## config.mk

```make
export PLATFORM = sky130hd
export DESIGN_NAME = qpm_mul
export DESIGN_NICKNAME = d
export VERILOG_FILES = /design/src/design/qpm_pkg.sv /design/src/design/qpm_mul.sv
export SDC_FILE = /design/constraint.sdc
export NUM_CORES = 2
export LEC_CHECK = 0
export BUFFER_PORTS_ARGS = -buffer_cell sky130_fd_sc_hd__buf_4
export CORE_MARGIN = 5
export CORE_UTILIZATION = 59
export CTS_CLUSTER_DIAMETER = 30
export CTS_CLUSTER_SIZE = 20
export DETAILED_ROUTE_END_ITERATION = 6
export PLACE_DENSITY = 0.79
export SLEW_MARGIN = 20
export SYNTH_ARGS = -nofsm -noshare
export SYNTH_HDL_FRONTEND = slang
export SYNTH_SLANG_ARGS = --single-unit
```

## constraint.sdc

```tcl
create_clock -name clk -period 6.86 [get_ports clk]
set_clock_uncertainty 0.15 [all_clocks]
set_input_delay 1.372 -clock clk [delete_from_list [all_inputs] [get_ports clk]]
set_output_delay 1.372 -clock clk [all_outputs]
set_load 0.01 [all_outputs]
```

## src/design/qpm_pkg.sv

```systemverilog
// shared constants and types for the quad perspective matrix setup block
package qpm_pkg;

    // configuration port
    localparam int CFG_W     = 32;
    localparam int REG_IDX_W = 2;

    typedef enum logic [REG_IDX_W-1:0] {
        REG_LEFT   = 2'd0,
        REG_TOP    = 2'd1,
        REG_WIDTH  = 2'd2,
        REG_HEIGHT = 2'd3
    } reg_idx_t;

    // reset values of the source rectangle, 320.0 by 400.0 in Q16.16
    localparam logic [CFG_W-1:0] RESET_WIDTH  = 32'd20971520;
    localparam logic [CFG_W-1:0] RESET_HEIGHT = 32'd26214400;

    // multiplier: operand b is consumed in MUL_STEPS chunks
    localparam int MUL_STEPS = 4;
    localparam int MUL_LAT   = MUL_STEPS + 2;

    // result word: Q24.24 in 48 bits, one quotient bit per divider stage
    localparam int Q_W     = 48;
    localparam int DIV_LAT = Q_W + 3;

    localparam logic [Q_W-1:0] LIM_POS = {1'b0, {(Q_W-1){1'b1}}};
    localparam logic [Q_W-1:0] LIM_NEG = {1'b1, {(Q_W-1){1'b0}}};

endpackage

```

## src/design/qpm_mul.sv

```systemverilog
// pipelined signed multiplier, operand b taken a chunk per stage
module qpm_mul
    import qpm_pkg::*;
#(
    parameter int AW = 33,
    parameter int BW = 33
)
(
    input  logic                     clk,
    input  logic signed [AW-1:0]     a,
    input  logic signed [BW-1:0]     b,
    output logic signed [AW+BW-1:0]  p
);

    localparam int CW  = (BW + MUL_STEPS - 1) / MUL_STEPS;
    localparam int BPW = CW * MUL_STEPS;
    localparam int PW  = AW + BW;

    logic [AW-1:0]  am_reg  [0:MUL_STEPS-1];
    logic [BPW-1:0] bm_reg  [0:MUL_STEPS-1];
    logic [PW-1:0]  acc_reg [0:MUL_STEPS];
    logic           neg_reg [0:MUL_STEPS];
    logic [PW-1:0]  p_reg;
    logic [AW-1:0]  amag;
    logic [BW-1:0]  bmag;

    // operand magnitudes
    assign amag = a[AW-1] ? AW'(-a) : AW'(a);
    assign bmag = b[BW-1] ? BW'(-b) : BW'(b);

    // magnitude capture, chunked accumulation and final sign
    always_ff @(posedge clk)
    begin
        am_reg[0]  <= amag;
        bm_reg[0]  <= BPW'(bmag);
        acc_reg[0] <= '0;
        neg_reg[0] <= a[AW-1] ^ b[BW-1];
        for (int k = 1; k < MUL_STEPS; k++)
        begin
            am_reg[k] <= am_reg[k-1];
            bm_reg[k] <= bm_reg[k-1] >> CW;
        end
        for (int k = 0; k < MUL_STEPS; k++)
        begin
            acc_reg[k+1] <= acc_reg[k]
                + ((PW'(am_reg[k]) * PW'(bm_reg[k][CW-1:0])) << (CW * k));
            neg_reg[k+1] <= neg_reg[k];
        end
        p_reg <= neg_reg[MUL_STEPS] ? (~acc_reg[MUL_STEPS] + PW'(1))
                                    : acc_reg[MUL_STEPS];
    end

    assign p = signed'(p_reg);

endmodule

```

=== Yosys cells after proc, flatten, opt, wreduce, memory -nomap -nowiden ===
Memory sizes are Yosys's and may differ from the RTL's.
Cells that the tools add are included.

* Eq/ne operators: 0
* Order comparisons: 0
* Shift operators: 0
* Multiply operators: 4
* Add/sub/neg operators: 7
* Reduce and logical (&&, ||, !) cells: 0
* Divide/modulo/power cells: 0
* Bitwise gates (word level): 2
* Mux-type cells: 3

{| class="wikitable"
|+ Operators with widths
! operator !! count
|-
| 33-bit by 9-bit multiplier with 42-bit output || 3
|-
| 66-bit by 1-bit adder with 66-bit output, second input constant || 1
|-
| 66-bit by 42-bit adder with 66-bit output || 1
|-
| 66-bit by 51-bit adder with 66-bit output || 1
|-
| 66-bit by 60-bit adder with 66-bit output || 1
|-
| 66-bit adder || 1
|-
| 33-bit 2-to-1 mux || 2
|-
| 66-bit 2-to-1 mux || 1
|-
| 33-bit negation || 2
|-
| 66-bit inverter || 1
|-
| 33-bit by 9-bit multiplier with 39-bit output || 1
|-
| 1-bit bitwise XOR || 1
|}

* Latch bits: 0
* Memory bits (read-only): 0
* Flip-flop bits (word level): 66
* Word-level logic and storage cells: 21
* RAM bits: 599
* Memories kept: 4

{| class="wikitable"
|+ Memory list
! name !! depth !! width !! rd ports !! clocked after Yosys merged registers in !! wr ports !! RTL line !! RTL
|-
| acc_reg || 5 || 66 || 5 || 0 || 5 || qpm_mul.sv:21 || <nowiki>logic [PW-1:0] acc_reg [0:MUL_STEPS];</nowiki>
|-
| am_reg || 4 || 33 || 4 || 0 || 4 || qpm_mul.sv:19 || <nowiki>logic [AW-1:0] am_reg [0:MUL_STEPS-1];</nowiki>
|-
| bm_reg || 4 || 33 || 4 || 0 || 4 || qpm_mul.sv:20 || <nowiki>logic [BPW-1:0] bm_reg [0:MUL_STEPS-1];</nowiki>
|-
| neg_reg || 5 || 1 || 5 || 0 || 5 || qpm_mul.sv:22 || <nowiki>logic neg_reg [0:MUL_STEPS];</nowiki>
|}

=== Depth between registers and ports, before layout ===
An unclocked memory read counts as a cell.

* Depth in word-level cells: 4
* Mapped depth: 32

=== Worst setup path after synthesis ===
No wires, ideal clock.

* Path type: flip-flop to flip-flop
* Start point: mem bm_reg[2][2] (netlist bit)
* End point: mem acc_reg[3][59] (netlist bit)
* Stages on the path, launching flop included: 33
* Path slack: -0.399 ns
* Path buffers: 4
* Required time: 6.585 ns
* Arrival time: 6.984 ns
* Period minus slack after synthesis: 7.259 ns
* Path through: dfxtp_1 > clkbuf_1 > clkbuf_1 > nand2_1 > fa_1 > inv_1 > fa_1 > fa_1 > inv_1 > fa_1 > inv_1 > ha_1 > clkbuf_1 > a2111o_1 > a31oi_1 > o31a_1 > nand2b_1 > a21oi_1 > o21bai_1 > a211oi_1 > nor2_1 > ha_1 > clkbuf_1 > a21o_1 > a21o_1 > a21oi_1 > a21oi_1 > nand3_1 > o21ai_0 > o311ai_0 > a32oi_1 > nand4b_1 > xor2_1

{| class="wikitable"
|+ RTL lines
! what !! RTL line
|-
| start, declared || qpm_mul.sv:20
|-
| end, declared || qpm_mul.sv:21
|}

==> key figures <==
Run status
  • Status: finished, violations left
  • Failing checks: DRC

Clocking
  • Clk Latency, worst-skew pair: ~700 ps
  • Clock transition at the registers of the reported paths: 50 ps
  • Post-CTS Hold Buffers: 0
  • Total clock sinks: 504
  • Clk buf depth: 3
  • CTS tree: yes
  • H-Tree Depth: 3
  • Clk root buf: clkbuf_16
  • CTS buffer count: 104

Worst setup path
  • Critical path's most frequent cell: fa_1
  • Worst path required time: roughly 7300 ps
  • Crit-path max cell delay: between 500 and 600 ps
  • Critical Path Slowest Stage Cell: fa_1
  • Stages on the worst setup path: 28
  • Worst path bufs/invs: 5
  • Setup slack, reg-to-reg: roughly 67 ps
  • Startpoint Class: flop
  • Crit path DAT: 7190 ps
  • CP delay by family, top: adder cells
  • Worst r2r path cells: 28
  • Crit path from: bm_reg[1][5]
  • Worst r2r dst: acc_reg[2][47]
  • CP max FO: 7
  • Setup crit end: acc_reg[2][47]
  • Critical R2R Launch: bm_reg[1][5]
  • WS Path Type: flop to flop
  • Critical path capture point type: flop

Logic synthesis
  • Mapped Cells: between 5000 and 6000
  • Post-synth EDFFs: 0
  • Post-synth top flop: dfxtp_1
  • Post-synthesis cell type count: 73
  • Synthesis-stage register bit count: slightly above 500
  • Seq/Total Area, Yosys: 0.194
  • Post-synthesis average cell area: 9.08 um2
  • Async SR Flop Fraction: 0
  • Synth Net Count: 6967
  • Synthesized area: 0.0520 mm2
  • YS warnings: 0

Die
  • Core area: 0.0880 mm2
  • Starting Density: 0.592
  • Die height: 307 um
  • DIE AREA: ~0.094 mm2
  • Rows: 109
  • IO Count: 133
  • Die W: 307 um

Finish
  • Most frequent cells in the layout: inv_1, fa_1, nand2_1
  • Layout net count: 7560
  • Layout cells sized above 1: 0.177
  • Most common cell after layout, fill and taps aside: inv_1
  • Area Overhead vs Synth: 21.6%
  • Antenna fix cells: 0
  • Largest register FFs: 223
  • Final Core Density: 0.719

Global route
  • Initial antenna violation count: 0
  • Vias in the first global route: roughly 44000
  • Global-route wire length before repair: 210 mm
  • Total track usage: 0.270
  • Total gr overflow: 0
  • Largest net degree at the start of global routing: 67

Drt
  • Wire length per cell: 17.5 um
  • DRT iter0 DRCs: ~2500
  • WL final: 133 mm
  • ANT nets after route: 0
  • DRT Pass-1 Iters: 7
  • Via count: 41500
  • DRC viols: 1
  • Vias/cell: between 5 and 6

STA
  • Peak Freq: 147 MHz
  • Part of the cycle the worst path needs: 0.990
  • Worst-margin pin slew: slightly below 1000 ps
  • Final hold violation count: 0
  • Relative max-transition margin: 0.343
  • RSZ-0062 raised after global routing: yes
  • Setup Viol. Count Final: 0
  • Final slew viol count: 0
  • Minimum clock period: 6790 ps

Job
  • Max-cap violations: 0

Min path
  • Worst min-delay path class: flop to flop

Place
  • Post-DP HPWL: 101 mm
  • I/O Buffers: 132
  • Gpl congestion: 0.898
[layer usage]
metal	wire [um]	GRT usage	vias to the layer above
li1	-	-	19200
met1	51400	0.327	20600
met2	67500	0.486	1364
met3	7180	0.0403	395
met4	6690	0.106	0
met5	0	0	-
[kinds of logic after synthesis]
kind of cell / share of synthesized area
compound gates: 0.102
buf+inv: 0.0851
xor+xnor: 0.0599
fa+ha+maj: 0.394
flops: 0.194
mux: 0.000216
simple gates: 0.165
[through the flow]
stage	setup slack [ps]	cell area [um2]	hold slack (ps)	setup TNS, ps	instances
6_report	66.7	63300	163	0	7577
5_1_grt	-246	63300	170	-4280	7577
4_1_cts	-21.2	61500	158	-31.6	7511
3_5_place_dp	-368	57500	162	-7790	7302
3_3_place_gp	-287	57500	161	-3830	7302
2_1_floorplan	2.85	52100	160	0	5732
[worst register-to-register path: cells and delay by family (launching register included)]
family,cells,cell delay [ps]
adder cells (fa/ha/maj),6,2670
AO/OA/AOI/OAI,12,2450
buffers and inverters,5,450
flip-flops,1,380
AND/OR/NAND/NOR,3,300
XOR/XNOR,2,260
[worst min-delay path by stage]
stage / from / endpoint / slack, ps / cells past startpoint
2_1_floorplan: bm_reg[1][17] / bm_reg[2][8] / 160 / 0
3_3_place_gp: acc_reg[3][19] / acc_reg[4][19] / 160 / 0
6_report: bm_reg[2][12] / bm_reg[3][3] / 160 / 0
4_1_cts: bm_reg[2][12] / bm_reg[3][3] / 160 / 0
3_5_place_dp: acc_reg[1][4] / acc_reg[2][4] / 160 / 0
5_1_grt: acc_reg[1][3] / acc_reg[2][3] / 170 / 0
[synth_stat cells, types with 19 or more instances]
cell type / n / area, um2
a211oi_1: 19 / 143
nand3_1: 47 / 235
o21bai_1: 39 / 293
dfxtp_1: 504 / 10100
o31ai_1: 47 / 353
nand4_1: 27 / 169
and2_1: 547 / 3420
a31oi_1: 21 / 131
or3_1: 31 / 194
nand2b_1: 28 / 175
nor2b_1: 31 / 194
xor2_1: 80 / 701
o41ai_1: 20 / 175
a21oi_1: 228 / 1140
nor2_1: 138 / 518
o21a_1: 32 / 240
buf_1: 21 / 78.8
nor3_1: 32 / 160
inv_1: 997 / 3740
clkbuf_1: 161 / 604
and3_1: 32 / 200
ha_1: 385 / 4820
a21o_1: 158 / 1190
o21ai_0: 146 / 731
nand2_1: 724 / 2720
xnor2_1: 276 / 2420
fa_1: 783 / 15700
[repair_timing]
action	4_1_cts	5_1_grt
buffers inserted	12	58
cloned	4	9
pin swaps	39	228
setup endpoints to repair	38	51
resized for setup	81	278
[area by class of cell]
class | count | area [um2]
inverter | 997 | 3740
clock buffer | 118 | 2760
fill | 5989 | 24700
tap | 1165 | 1460
timing repair buffer | 670 | 5670
sequential | 504 | 10200
multi-input combinational | 4048 | 38700
clock inverter | 75 | 791
Power is left out: the tool's default activity adds up to more than one toggle a clock period on the data nets, which glitch-free logic cannot reach.
